===== config.mk =====
export PLATFORM = sky130hd
export DESIGN_NAME = cascaded_position_speed_pi
export DESIGN_NICKNAME = d
export VERILOG_FILES = /design/src/cpsp_pkg.sv /design/src/cpsp_smul.sv /design/src/cpsp_cdiv.sv /design/src/cascaded_position_speed_pi.sv
export SDC_FILE = /design/constraint.sdc
export NUM_CORES = 2
export LEC_CHECK = 0
export BUFFER_PORTS_ARGS = -buffer_cell sky130_fd_sc_hd__buf_4
export CAP_MARGIN = 20
export CORE_ASPECT_RATIO = 0.75
export CORE_MARGIN = 1
export CORE_UTILIZATION = 63
export DETAILED_ROUTE_END_ITERATION = 10
export MAX_ROUTING_LAYER = met4
export PLACE_DENSITY = 0.81
export RECOVER_POWER = 100
export SYNTH_ARGS = -nofsm -noshare
export SYNTH_HDL_FRONTEND = slang
export SYNTH_SLANG_ARGS = --single-unit

===== constraint.sdc =====
create_clock -name clk -period 7.6 [get_ports clk]
set_input_delay 1.9 -clock clk [delete_from_list [all_inputs] [get_ports clk]]
set_output_delay 1.9 -clock clk [all_outputs]
set_load 0.1 [all_outputs]

===== src/cpsp_pkg.sv =====
// Shared types and constants of the cascaded position and speed PI controller.
// Used by cpsp_cdiv and cascaded_position_speed_pi; depends on nothing.
`default_nettype none
package cpsp_pkg;

  localparam int FIELD_W   = 32;
  localparam int GAIN_W    = 32;
  localparam int VCMD_W    = 21;
  localparam int QDRV_W    = 20;
  localparam int CFG_IDX_W = 8;

  localparam int GAIN_BITS     = 24;
  localparam int POS_INT_UNITS = 3000;
  localparam int CMD_UNITS     = 10;
  localparam int SPD_INT_UNITS = 100000;
  localparam int DRV_UNITS     = 7;
  localparam int INC_LIM_BITS  = 50;
  localparam int KI_DIV        = 1000;
  localparam int REM_W         = $clog2(KI_DIV);

  localparam logic [CFG_IDX_W-1:0] REG_POSITION_KP = 8'd0;
  localparam logic [CFG_IDX_W-1:0] REG_POSITION_KI = 8'd1;
  localparam logic [CFG_IDX_W-1:0] REG_SPEED_KP    = 8'd2;
  localparam logic [CFG_IDX_W-1:0] REG_SPEED_KI    = 8'd3;

  localparam logic [GAIN_W-1:0] POSITION_KP_RST = 32'd16777216;
  localparam logic [GAIN_W-1:0] POSITION_KI_RST = 32'd0;
  localparam logic [GAIN_W-1:0] SPEED_KP_RST    = 32'd671089;
  localparam logic [GAIN_W-1:0] SPEED_KI_RST    = 32'd13422;

  typedef struct packed {
    logic signed [FIELD_W-1:0] target_position;
    logic signed [FIELD_W-1:0] measured_position;
    logic signed [FIELD_W-1:0] measured_velocity;
  } in_item_t;

  typedef struct packed {
    logic signed [VCMD_W-1:0] velocity_command;
    logic signed [QDRV_W-1:0] quadrature_drive;
  } out_item_t;

  typedef enum logic [3:0] {
    ST_IDLE,
    ST_POS_P,
    ST_POS_PW,
    ST_POS_I,
    ST_POS_IW,
    ST_CMD,
    ST_SERR,
    ST_SPD_P,
    ST_SPD_PW,
    ST_SPD_I,
    ST_SPD_IW,
    ST_DIV,
    ST_INC,
    ST_DRV,
    ST_OUT
  } cpsp_state_t;

endpackage
`default_nettype wire


===== src/cpsp_smul.sv =====
// Bit-serial signed by unsigned multiplier, one gain bit per cycle.
// Depends on nothing beyond its parameters.
`default_nettype none
module cpsp_smul #(
  parameter int A_W = 34,
  parameter int K_W = 32
) (
  input  wire logic                    clk,
  input  wire logic                    rst_n,
  input  wire logic                    start,
  input  wire logic signed [A_W-1:0]   a,
  input  wire logic        [K_W-1:0]   k,
  output logic                         done,
  output logic signed [A_W+K_W:0]      prod
);

  localparam int CNT_W = $clog2(K_W);

  logic signed [A_W-1:0] a_r;
  logic        [K_W-1:0] k_r, k_nxt;
  logic signed [A_W:0]   hi_r, hi_nxt, sum;
  logic        [K_W-1:0] lo_r, lo_nxt;
  logic        [CNT_W-1:0] cnt_r, cnt_nxt;
  logic                  busy_r, busy_nxt, done_r, done_nxt;

  always_comb begin
    sum      = hi_r + (k_r[0] ? (A_W+1)'(a_r) : '0);
    hi_nxt   = hi_r;
    lo_nxt   = lo_r;
    k_nxt    = k_r;
    cnt_nxt  = cnt_r;
    busy_nxt = busy_r;
    done_nxt = 1'b0;
    if (start) begin
      hi_nxt   = '0;
      lo_nxt   = '0;
      k_nxt    = k;
      cnt_nxt  = '0;
      busy_nxt = 1'b1;
    end else if (busy_r) begin
      hi_nxt  = sum >>> 1;
      lo_nxt  = {sum[0], lo_r[K_W-1:1]};
      k_nxt   = k_r >> 1;
      cnt_nxt = cnt_r + 1'b1;
      if (cnt_r == CNT_W'(K_W - 1)) begin
        busy_nxt = 1'b0;
        done_nxt = 1'b1;
      end
    end
  end

  always_ff @(posedge clk) begin
    if (start) begin
      a_r <= a;
    end
    hi_r <= hi_nxt;
    lo_r <= lo_nxt;
    k_r  <= k_nxt;
    if (!rst_n) begin
      cnt_r  <= '0;
      busy_r <= 1'b0;
      done_r <= 1'b0;
    end else begin
      cnt_r  <= cnt_nxt;
      busy_r <= busy_nxt;
      done_r <= done_nxt;
    end
  end

  assign done = done_r;
  assign prod = {hi_r, lo_r};

endmodule
`default_nettype wire


===== src/cpsp_cdiv.sv =====
// Bit-serial restoring divider by the constant integral divisor, one
// quotient bit per cycle. Depends on cpsp_pkg.
`default_nettype none
module cpsp_cdiv
  import cpsp_pkg::*;
#(
  parameter int N_W = 67
) (
  input  wire logic           clk,
  input  wire logic           rst_n,
  input  wire logic           start,
  input  wire logic [N_W-1:0] dividend,
  output logic                done,
  output logic [N_W-1:0]      quotient
);

  localparam int CNT_W = $clog2(N_W);

  logic [N_W-1:0]   q_r, q_nxt;
  logic [REM_W-1:0] rem_r, rem_nxt;
  logic [REM_W:0]   trial;
  logic [REM_W-1:0] diff;
  logic             ge;
  logic [CNT_W-1:0] cnt_r, cnt_nxt;
  logic             busy_r, busy_nxt, done_r, done_nxt;

  always_comb begin
    trial    = {rem_r, q_r[N_W-1]};
    diff     = REM_W'(trial - (REM_W+1)'(KI_DIV));
    ge       = trial >= (REM_W+1)'(KI_DIV);
    q_nxt    = q_r;
    rem_nxt  = rem_r;
    cnt_nxt  = cnt_r;
    busy_nxt = busy_r;
    done_nxt = 1'b0;
    if (start) begin
      q_nxt    = dividend;
      rem_nxt  = '0;
      cnt_nxt  = '0;
      busy_nxt = 1'b1;
    end else if (busy_r) begin
      q_nxt   = {q_r[N_W-2:0], ge};
      rem_nxt = ge ? diff : trial[REM_W-1:0];
      cnt_nxt = cnt_r + 1'b1;
      if (cnt_r == CNT_W'(N_W - 1)) begin
        busy_nxt = 1'b0;
        done_nxt = 1'b1;
      end
    end
  end

  always_ff @(posedge clk) begin
    q_r   <= q_nxt;
    rem_r <= rem_nxt;
    if (!rst_n) begin
      cnt_r  <= '0;
      busy_r <= 1'b0;
      done_r <= 1'b0;
    end else begin
      cnt_r  <= cnt_nxt;
      busy_r <= busy_nxt;
      done_r <= done_nxt;
    end
  end

  assign done     = done_r;
  assign quotient = q_r;

endmodule
`default_nettype wire


===== src/cascaded_position_speed_pi.sv =====
// Takes a new item only in the idle state, after the previous result has been
// loaded into the output register. The time per item is set by the 32-step
// bit-serial multiplier, used four times per item, and the bit-serial divide by
// 1000, one step per product bit (MUL_W = 34 at FRAC_BITS = 16).
// Synchronous active-low reset restores the gain registers to their defaults
// and clears the integrals, the drive state and the result valid flag.
`default_nettype none
module cascaded_position_speed_pi
  import cpsp_pkg::*;
#(
  parameter int FRAC_BITS = 16
) (
  input  wire logic                 clk,
  input  wire logic                 rst_n,
  input  wire logic                 in_valid,
  output logic                      in_ready,
  input  wire in_item_t             in_data,
  output logic                      out_valid,
  input  wire logic                 out_ready,
  output out_item_t                 out_data,
  input  wire logic                 cfg_valid,
  output logic                      cfg_ready,
  input  wire logic [CFG_IDX_W-1:0] cfg_index,
  input  wire logic [GAIN_W-1:0]    cfg_data
);

  localparam longint POS_LIM = longint'(POS_INT_UNITS) << FRAC_BITS;
  localparam longint CMD_LIM = longint'(CMD_UNITS) << FRAC_BITS;
  localparam longint SI_LIM  = longint'(SPD_INT_UNITS) << FRAC_BITS;
  localparam longint DRV_LIM = longint'(DRV_UNITS) << FRAC_BITS;
  localparam longint INC_LIM = longint'(1) << INC_LIM_BITS;

  localparam int ERR_W  = FIELD_W + 1;
  localparam int PI_W   = $clog2(POS_LIM + 1) + 1;
  localparam int CMD_W  = $clog2(CMD_LIM + 1) + 1;
  localparam int SI_W   = $clog2(SI_LIM + 1) + 1;
  localparam int DRV_W  = $clog2(DRV_LIM + 1) + 1;
  localparam int INC_W  = INC_LIM_BITS + 2;
  localparam int MUL_W  = (SI_W > ERR_W) ? SI_W : ERR_W;
  localparam int PROD_W = MUL_W + GAIN_W + 1;
  localparam int SUM_W  = PROD_W + 1;

  localparam logic signed [SUM_W-1:0]   CMD_HI_S = SUM_W'(CMD_LIM);
  localparam logic signed [SUM_W-1:0]   CMD_LO_S = SUM_W'(-CMD_LIM);
  localparam logic signed [SUM_W-1:0]   INC_HI_S = SUM_W'(INC_LIM);
  localparam logic signed [SUM_W-1:0]   INC_LO_S = SUM_W'(-INC_LIM);
  localparam logic signed [MUL_W:0]     PI_HI_S  = (MUL_W+1)'(POS_LIM);
  localparam logic signed [MUL_W:0]     PI_LO_S  = (MUL_W+1)'(-POS_LIM);
  localparam logic signed [MUL_W:0]     SI_HI_S  = (MUL_W+1)'(SI_LIM);
  localparam logic signed [MUL_W:0]     SI_LO_S  = (MUL_W+1)'(-SI_LIM);
  localparam logic signed [INC_W:0]     DRV_HI_S = (INC_W+1)'(DRV_LIM);
  localparam logic signed [INC_W:0]     DRV_LO_S = (INC_W+1)'(-DRV_LIM);

  cpsp_state_t state_r, state_nxt;

  logic [GAIN_W-1:0] pkp_r, pki_r, skp_r, ski_r;

  logic signed [ERR_W-1:0]   err_r, err_nxt, serr_r, serr_nxt;
  logic signed [FIELD_W-1:0] vel_r, vel_nxt;
  logic signed [PI_W-1:0]    pint_r, pint_nxt;
  logic signed [SI_W-1:0]    sint_r, sint_nxt, sint_abs;
  logic signed [CMD_W-1:0]   cmd_r, cmd_nxt;
  logic signed [DRV_W-1:0]   so_r, so_nxt;
  logic signed [INC_W-1:0]   inc_r, inc_nxt;
  logic signed [SUM_W-1:0]   acc_r, acc_nxt, acc_sh, iterm;
  logic signed [MUL_W:0]     pint_sum, sint_sum;
  logic signed [INC_W:0]     so_sum;

  logic                      out_valid_r, out_valid_nxt;
  out_item_t                 out_data_r, out_data_nxt;

  logic                      in_xfer;
  logic                      mul_start, mul_done, div_start, div_done;
  logic signed [MUL_W-1:0]   mul_a;
  logic [GAIN_W-1:0]         mul_k;
  logic signed [PROD_W-1:0]  mul_prod;
  logic [PROD_W-1:0]         div_q;

  cpsp_smul #(
    .A_W (MUL_W),
    .K_W (GAIN_W)
  ) u_smul (
    .clk   (clk),
    .rst_n (rst_n),
    .start (mul_start),
    .a     (mul_a),
    .k     (mul_k),
    .done  (mul_done),
    .prod  (mul_prod)
  );

  cpsp_cdiv #(
    .N_W (PROD_W)
  ) u_cdiv (
    .clk      (clk),
    .rst_n    (rst_n),
    .start    (div_start),
    .dividend (mul_prod),
    .done     (div_done),
    .quotient (div_q)
  );

  assign in_xfer   = in_valid && in_ready;
  assign cfg_ready = 1'b1;
  assign out_valid = out_valid_r;
  assign out_data  = out_data_r;

  always_comb begin
    state_nxt = state_r;
    case (state_r)
      ST_IDLE:   if (in_valid) state_nxt = ST_POS_P;
      ST_POS_P:  state_nxt = ST_POS_PW;
      ST_POS_PW: if (mul_done) state_nxt = ST_POS_I;
      ST_POS_I:  state_nxt = ST_POS_IW;
      ST_POS_IW: if (mul_done) state_nxt = ST_CMD;
      ST_CMD:    state_nxt = ST_SERR;
      ST_SERR:   state_nxt = ST_SPD_P;
      ST_SPD_P:  state_nxt = ST_SPD_PW;
      ST_SPD_PW: if (mul_done) state_nxt = ST_SPD_I;
      ST_SPD_I:  state_nxt = ST_SPD_IW;
      ST_SPD_IW: if (mul_done) state_nxt = ST_DIV;
      ST_DIV:    if (div_done) state_nxt = ST_INC;
      ST_INC:    state_nxt = ST_DRV;
      ST_DRV:    state_nxt = ST_OUT;
      ST_OUT:    if (!out_valid_r || out_ready) state_nxt = ST_IDLE;
      default:   state_nxt = ST_IDLE;
    endcase
  end

  always_comb begin
    sint_abs  = sint_r[SI_W-1] ? -sint_r : sint_r;
    in_ready  = 1'b0;
    mul_start = 1'b0;
    div_start = 1'b0;
    mul_a     = MUL_W'(err_r);
    mul_k     = pkp_r;
    case (state_r)
      ST_IDLE:   in_ready = 1'b1;
      ST_POS_P: begin
        mul_start = 1'b1;
      end
      ST_POS_I: begin
        mul_start = 1'b1;
        mul_a     = MUL_W'(pint_r);
        mul_k     = pki_r;
      end
      ST_SPD_P: begin
        mul_start = 1'b1;
        mul_a     = MUL_W'(serr_r);
        mul_k     = skp_r;
      end
      ST_SPD_I: begin
        mul_start = 1'b1;
        mul_a     = MUL_W'(sint_abs);
        mul_k     = ski_r;
      end
      ST_SPD_IW: div_start = mul_done;
      default: begin
        mul_start = 1'b0;
      end
    endcase
  end

  always_comb begin
    err_nxt       = err_r;
    vel_nxt       = vel_r;
    serr_nxt      = serr_r;
    pint_nxt      = pint_r;
    sint_nxt      = sint_r;
    cmd_nxt       = cmd_r;
    so_nxt        = so_r;
    inc_nxt       = inc_r;
    acc_nxt       = acc_r;
    out_valid_nxt = out_valid_r && !out_ready;
    out_data_nxt  = out_data_r;

    acc_sh   = acc_r >>> GAIN_BITS;
    iterm    = sint_r[SI_W-1] ? -SUM_W'({1'b0, div_q}) : SUM_W'({1'b0, div_q});
    pint_sum = (MUL_W+1)'(pint_r) + (MUL_W+1)'(err_r);
    sint_sum = (MUL_W+1)'(sint_r) + (MUL_W+1)'(serr_r);
    so_sum   = (INC_W+1)'(so_r) + (INC_W+1)'(inc_r);

    case (state_r)
      ST_IDLE: begin
        if (in_xfer) begin
          err_nxt = ERR_W'(in_data.target_position) - ERR_W'(in_data.measured_position);
          vel_nxt = in_data.measured_velocity;
        end
      end
      ST_POS_PW, ST_SPD_PW: begin
        if (mul_done) acc_nxt = SUM_W'(mul_prod);
      end
      ST_POS_IW: begin
        if (mul_done) acc_nxt = acc_r + SUM_W'(mul_prod);
      end
      ST_CMD: begin
        if (acc_sh > CMD_HI_S) begin
          cmd_nxt = CMD_W'(CMD_LIM);
        end else if (acc_sh < CMD_LO_S) begin
          cmd_nxt = CMD_W'(-CMD_LIM);
        end else begin
          cmd_nxt = acc_sh[CMD_W-1:0];
        end
        if (pint_sum > PI_HI_S) begin
          pint_nxt = PI_W'(POS_LIM);
        end else if (pint_sum < PI_LO_S) begin
          pint_nxt = PI_W'(-POS_LIM);
        end else begin
          pint_nxt = pint_sum[PI_W-1:0];
        end
      end
      ST_SERR: begin
        serr_nxt = ERR_W'(cmd_r) - ERR_W'(vel_r);
      end
      ST_DIV: begin
        if (div_done) acc_nxt = acc_r + iterm;
      end
      ST_INC: begin
        if (acc_sh > INC_HI_S) begin
          inc_nxt = INC_W'(INC_LIM);
        end else if (acc_sh < INC_LO_S) begin
          inc_nxt = INC_W'(-INC_LIM);
        end else begin
          inc_nxt = acc_sh[INC_W-1:0];
        end
      end
      ST_DRV: begin
        if (so_sum > DRV_HI_S) begin
          so_nxt = DRV_W'(DRV_LIM);
        end else if (so_sum < DRV_LO_S) begin
          so_nxt = DRV_W'(-DRV_LIM);
        end else begin
          so_nxt = so_sum[DRV_W-1:0];
        end
        if (sint_sum > SI_HI_S) begin
          sint_nxt = SI_W'(SI_LIM);
        end else if (sint_sum < SI_LO_S) begin
          sint_nxt = SI_W'(-SI_LIM);
        end else begin
          sint_nxt = sint_sum[SI_W-1:0];
        end
      end
      ST_OUT: begin
        if (!out_valid_r || out_ready) begin
          out_valid_nxt                 = 1'b1;
          out_data_nxt.velocity_command = VCMD_W'(cmd_r);
          out_data_nxt.quadrature_drive = QDRV_W'(so_r);
        end
      end
      default: begin
        acc_nxt = acc_r;
      end
    endcase
  end

  always_ff @(posedge clk) begin
    err_r      <= err_nxt;
    vel_r      <= vel_nxt;
    serr_r     <= serr_nxt;
    cmd_r      <= cmd_nxt;
    inc_r      <= inc_nxt;
    acc_r      <= acc_nxt;
    out_data_r <= out_data_nxt;
    if (!rst_n) begin
      state_r     <= ST_IDLE;
      out_valid_r <= 1'b0;
      pint_r      <= '0;
      sint_r      <= '0;
      so_r        <= '0;
      pkp_r       <= POSITION_KP_RST;
      pki_r       <= POSITION_KI_RST;
      skp_r       <= SPEED_KP_RST;
      ski_r       <= SPEED_KI_RST;
    end else begin
      state_r     <= state_nxt;
      out_valid_r <= out_valid_nxt;
      pint_r      <= pint_nxt;
      sint_r      <= sint_nxt;
      so_r        <= so_nxt;
      if (cfg_valid && cfg_ready) begin
        if (cfg_index == REG_POSITION_KP) pkp_r <= cfg_data;
        if (cfg_index == REG_POSITION_KI) pki_r <= cfg_data;
        if (cfg_index == REG_SPEED_KP)    skp_r <= cfg_data;
        if (cfg_index == REG_SPEED_KI)    ski_r <= cfg_data;
      end
    end
  end

endmodule
`default_nettype wire


==> reports/summary.json <==
{
  "cts_tree": {"value": "built"},
  "clock_path_buffers": {"value": 3},
  "drv_slew": {"value": 1045},
  "data_arrival_time_of_the_critical_path": {"value": 6.97, "unit": "ns"},
  "drcViolationCount": {"value": 0},
  "postSynthRegisterBits": {"value": 713},
  "synthDominantCellAreaShare": {"value": 0.2692},
  "required_worst_endpoint": {"value": 7.88, "unit": "ns"},
  "postSynth.topFlopCell": {"value": "sky130_fd_sc_hd__edfxtp_1"},
  "timing.final.crit_share": {"value": 0.8800},
  "max_freq": {"value": 0.1495, "unit": "GHz"},
  "run_status": {"value": "finished with violations"},
  "placedInstanceArea": {"value": 0.04717, "unit": "mm2"},
  "detailedPlacementHpwl": {"value": 90.04, "unit": "mm"},
  "multi_input_area": {"value": 0.02539, "unit": "mm2"},
  "cts_resized": {"value": 0},
  "stdcell_count": {"value": 6178},
  "final_net_count": {"value": 5600},
  "avgViaCountPerCell": {"value": 6.412},
  "setup-tns-final": {"value": 0, "unit": "ns"},
  "post_cts.repair.setup_buffers": {"value": 0},
  "worst_slew_margin_rel": {"value": -1.852},
  "clk-insertion-delay-late": {"value": 0.66, "unit": "ns"},
  "yosys.cell_types.count": {"value": 95},
  "power.ir.vdd_worst": {"value": 171.8, "unit": "uV"},
  "globalRouteOverflowTotal": {"value": 0},
  "synth.most_common_cell": {"value": "sky130_fd_sc_hd__nand2_1"},
  "startpoint_class": {"value": "flop"},
  "place_congestion": {"value": 1.017},
  "setup_viol": {"value": 0},
  "fillers": {"value": 5615},
  "yosysWarningCount": {"value": 0},
  "cts_htree_levels": {"value": 3},
  "crit_chain": {"value": "nor2b_1 -> nand3_4 -> clkbuf_2 -> nand2_1 -> o21ai_0 -> ha_1 -> a21o_1 -> a21o_1 -> a21o_1 -> o21bai_1 -> a211o_1 -> a21oi_1 -> and3b_1 -> nor3b_1 -> o21ai_0 -> a31oi_1 -> xor2_1 -> o21ai_0"},
  "layout-area-overhead-vs-synth": {"value": 9.473, "unit": "%"},
  "dpl_cells": {"value": 6039},
  "grt_pass1_vias": {"value": 36085},
  "post_synth_most_frequent_cells": {"value": "sky130_fd_sc_hd__nand2_1 (894), sky130_fd_sc_hd__a21oi_1 (407), sky130_fd_sc_hd__edfxtp_1 (405), sky130_fd_sc_hd__o21ai_0 (377), sky130_fd_sc_hd__dfxtp_1 (308)"},
  "total_power": {"value": 11.34, "unit": "mW"},
  "critical_path.endpoint_type": {"value": "flop"},
  "detail-route-antenna-nets": {"value": 0},
  "timing.critical_path.fanout_max": {"value": 74},
  "dieWidth": {"value": 311.2, "unit": "um"},
  "slew_at_the_pin_with_the_worst_max_slew_slack": {"value": 4.278, "unit": "ns"},
  "post-route-util": {"value": 0.7012},
  "drt-total-wl": {"value": 125.2, "unit": "mm"},
  "grt_first_pass_wirelength": {"value": 197.2, "unit": "mm"},
  "global_route.usage.total": {"value": 0.3477},
  "post_synth_inst_count": {"value": 5121},
  "final_critical_path_setup_slack": {"value": 0.9122, "unit": "ns"},
  "type_of_the_worst_min_delay_path": {"value": "reg2reg"},
  "cts_buffers": {"value": 74},
  "cap_viol_max_count": {"value": 20},
  "asyncSetResetFlopFracSynth": {"value": 0},
  "cts_hold_fix_bufs": {"value": 0},
  "holdWs": {"value": 0.4541, "unit": "ns"},
  "design_area": {"value": 0.04945, "unit": "mm2"},
  "cells_taking_the_most_area_after_synthesis": {"value": "sky130_fd_sc_hd__edfxtp_1 (27%), sky130_fd_sc_hd__dfxtp_1 (14%), sky130_fd_sc_hd__ha_1 (7.8%), sky130_fd_sc_hd__nand2_1 (7.4%), sky130_fd_sc_hd__a21oi_1 (4.5%)"},
  "placementRows": {"value": 84},
  "detailed_router_iteration_count_before_antenna_repair": {"value": 8},
  "synth-seq-area-share": {"value": 0.4057},
  "placement.io_buffers": {"value": 183},
  "finClkSkew": {"value": 0.02262, "unit": "ns"},
  "power_density": {"value": 229.2, "unit": "mW/mm2"},
  "crit_path_top_delay_cell": {"value": "sky130_fd_sc_hd__clkbuf_2"},
  "maximum_number_of_pins_on_one_net_before_global_route_repair": {"value": 84},
  "layout_min_cycle_time": {"value": 6.688, "unit": "ns"},
  "drt_iter0_drc": {"value": 4898},
  "power_leakage": {"value": 19.29, "unit": "nW"},
  "netlist.top_cell.by_area": {"value": "sky130_fd_sc_hd__edfxtp_1"},
  "syn_area_per_cell": {"value": 8.821, "unit": "um2"},
  "syn_nets": {"value": 5552},
  "path_clk_slew": {"value": 0.06, "unit": "ns"},
  "grt_setup_unrepaired": {"value": "no"},
  "syn_area": {"value": 0.04517, "unit": "mm2"},
  "sequential_cell_area": {"value": 0.01833, "unit": "mm2"},
  "synth_enable_flop_cells": {"value": 405},
  "timing.final.hold_violations": {"value": 0},
  "preCtsSetupSlack": {"value": 1.131, "unit": "ns"},
  "critPathKind": {"value": "reg2reg"},
  "violated_checks": {"value": "max-capacitance violations, max-slew violations"},
  "cts.sink_count": {"value": 713},
  "routed_wire_length_per_instance": {"value": 20.27, "unit": "um"},
  "floorplan.die_area": {"value": 0.07279, "unit": "mm2"},
  "initial_utilization": {"value": 0.6405},
  "ctsRootBufferMaster": {"value": "sky130_fd_sc_hd__clkbuf_16"},
  "die_height": {"value": 233.9, "unit": "um"},
  "placeableCoreArea": {"value": 0.07052, "unit": "mm2"},
  "max_stage_delay": {"value": 0.85, "unit": "ns"},
  "dr_total_vias": {"value": 39613},
  "layout-drive-gt1-share": {"value": 0.06519},
  "io_pins": {"value": 185},
  "antenna_found_initial": {"value": 0}
}
==> per-layer routing <==
metal | global-route usage | vias up | routed length, um
met5 | - | - | 0
met4 | 0.1148 | 0 | 4148
met3 | 0.05695 | 257 | 12760
met2 | 0.5083 | 1925 | 53040
met1 | 0.4911 | 18569 | 55290
li1 | - | 18862 | -
==> flip-flops by register name, indices dropped and copies added, names as in the netlist, 33 cells and up <==
| signal | flops |
|---|---|
| acc_r | 68 |
| u_smul.a_r | 34 |
| sint_r | 34 |
| serr_r | 33 |
| u_cdiv.quotient | 67 |
| u_smul.hi_r | 34 |
| inc_r | 44 |
| err_r | 33 |
| out_data | 41 |
==> cell type report <==
| cell class | count | share of cell area |
|---|---|---|
| repair buffers | 215 | 0.02760 |
| clock buffers | 96 | 0.04099 |
| clock inverters | 42 | 0.01134 |
| flip-flops and latches | 713 | 0.3707 |
| diodes | 1 | 0.00005060 |
| multi-input cells | 4008 | 0.5134 |
| well taps | 946 | 0.02394 |
| inverters | 157 | 0.01199 |
==> logic make-up after synthesis <==
family,after synthesis,synth area share
buffers and inverters,400,0.03338
XOR/XNOR,338,0.06554
multiplexers,76,0.01692
other,1,0.00008302
flip-flops,713,0.4057
AND/OR/NAND/NOR,1781,0.1792
adder cells (fa/ha/maj),290,0.08149
AO/OA/AOI/OAI,1522,0.2176
==> power breakdown <==
part | leakage, nW | switching (mW) | internal, mW
sequential | 5.96 | 0.321 | 4.44
clock | 1.24 | 1.64 | 2.20
combinational | 12.1 | 1.65 | 1.09
==> layout by cell type, fill, tap and decap left out, types with 13 or more instances in the layout <==
cell | Yosys | final
sky130_fd_sc_hd__nor4_1 | 41 | 41
sky130_fd_sc_hd__o21a_1 | 49 | 49
sky130_fd_sc_hd__a222oi_1 | 64 | 64
sky130_fd_sc_hd__xnor2_1 | 155 | 155
sky130_fd_sc_hd__and3_1 | 34 | 33
sky130_fd_sc_hd__o21ai_0 | 377 | 388
sky130_fd_sc_hd__nor2_1 | 305 | 301
sky130_fd_sc_hd__clkbuf_1 | 215 | 78
sky130_fd_sc_hd__or3_1 | 44 | 44
sky130_fd_sc_hd__o41ai_1 | 30 | 31
sky130_fd_sc_hd__a21oi_1 | 407 | 407
sky130_fd_sc_hd__and2_0 | 0 | 19
sky130_fd_sc_hd__a22o_1 | 28 | 28
sky130_fd_sc_hd__nand4_1 | 57 | 57
sky130_fd_sc_hd__clkbuf_16 | 0 | 76
sky130_fd_sc_hd__clkbuf_4 | 0 | 36
sky130_fd_sc_hd__o2111ai_1 | 13 | 13
sky130_fd_sc_hd__o31ai_1 | 49 | 49
sky130_fd_sc_hd__nand3_1 | 96 | 94
sky130_fd_sc_hd__or4_1 | 20 | 20
sky130_fd_sc_hd__a21o_1 | 138 | 138
sky130_fd_sc_hd__dfxtp_1 | 308 | 306
sky130_fd_sc_hd__nor2b_1 | 43 | 43
sky130_fd_sc_hd__nor3_1 | 62 | 61
sky130_fd_sc_hd__a31oi_1 | 70 | 70
sky130_fd_sc_hd__mux2i_1 | 73 | 73
sky130_fd_sc_hd__buf_4 | 1 | 111
sky130_fd_sc_hd__xor2_1 | 183 | 183
sky130_fd_sc_hd__edfxtp_1 | 405 | 405
sky130_fd_sc_hd__o211ai_1 | 24 | 24
sky130_fd_sc_hd__nand2_1 | 894 | 892
sky130_fd_sc_hd__a211oi_1 | 54 | 54
sky130_fd_sc_hd__nand2b_1 | 47 | 47
sky130_fd_sc_hd__ha_1 | 283 | 283
sky130_fd_sc_hd__inv_1 | 155 | 154
sky130_fd_sc_hd__and2_1 | 70 | 50
sky130_fd_sc_hd__o21bai_1 | 41 | 41
sky130_fd_sc_hd__or2_2 | 26 | 26
==> path summary, 6_finish.rpt <==
path,from,end,slack (ns),depth (start not counted)
worst max-delay path,state_r[3]$_SDFFE_PN0P_,acc_r[59]$_DFFE_PP_,0.91,18
worst min-delay path,ski_r[28]$_SDFFE_PN0P_,ski_r[28]$_SDFFE_PN0P_,0.45,2
worst max register to register,state_r[3]$_SDFFE_PN0P_,acc_r[59]$_DFFE_PP_,0.91,18
worst min register to register,ski_r[28]$_SDFFE_PN0P_,ski_r[28]$_SDFFE_PN0P_,0.45,2
==> critical path, delay by kind of cell, from the launching register on <==
| family | cells | cell delay (ns) |
|---|---|---|
| AOI/OAI and AO/OA | 10 | 2.15 |
| adders and majority gates | 1 | 0.41 |
| buffers and inverters | 1 | 0.85 |
| and+or+nand+nor | 5 | 1.96 |
| xor gates and xnor gates | 1 | 0.17 |
| DFF | 1 | 0.72 |
Note: power is estimated with default switching activity, not from simulation.
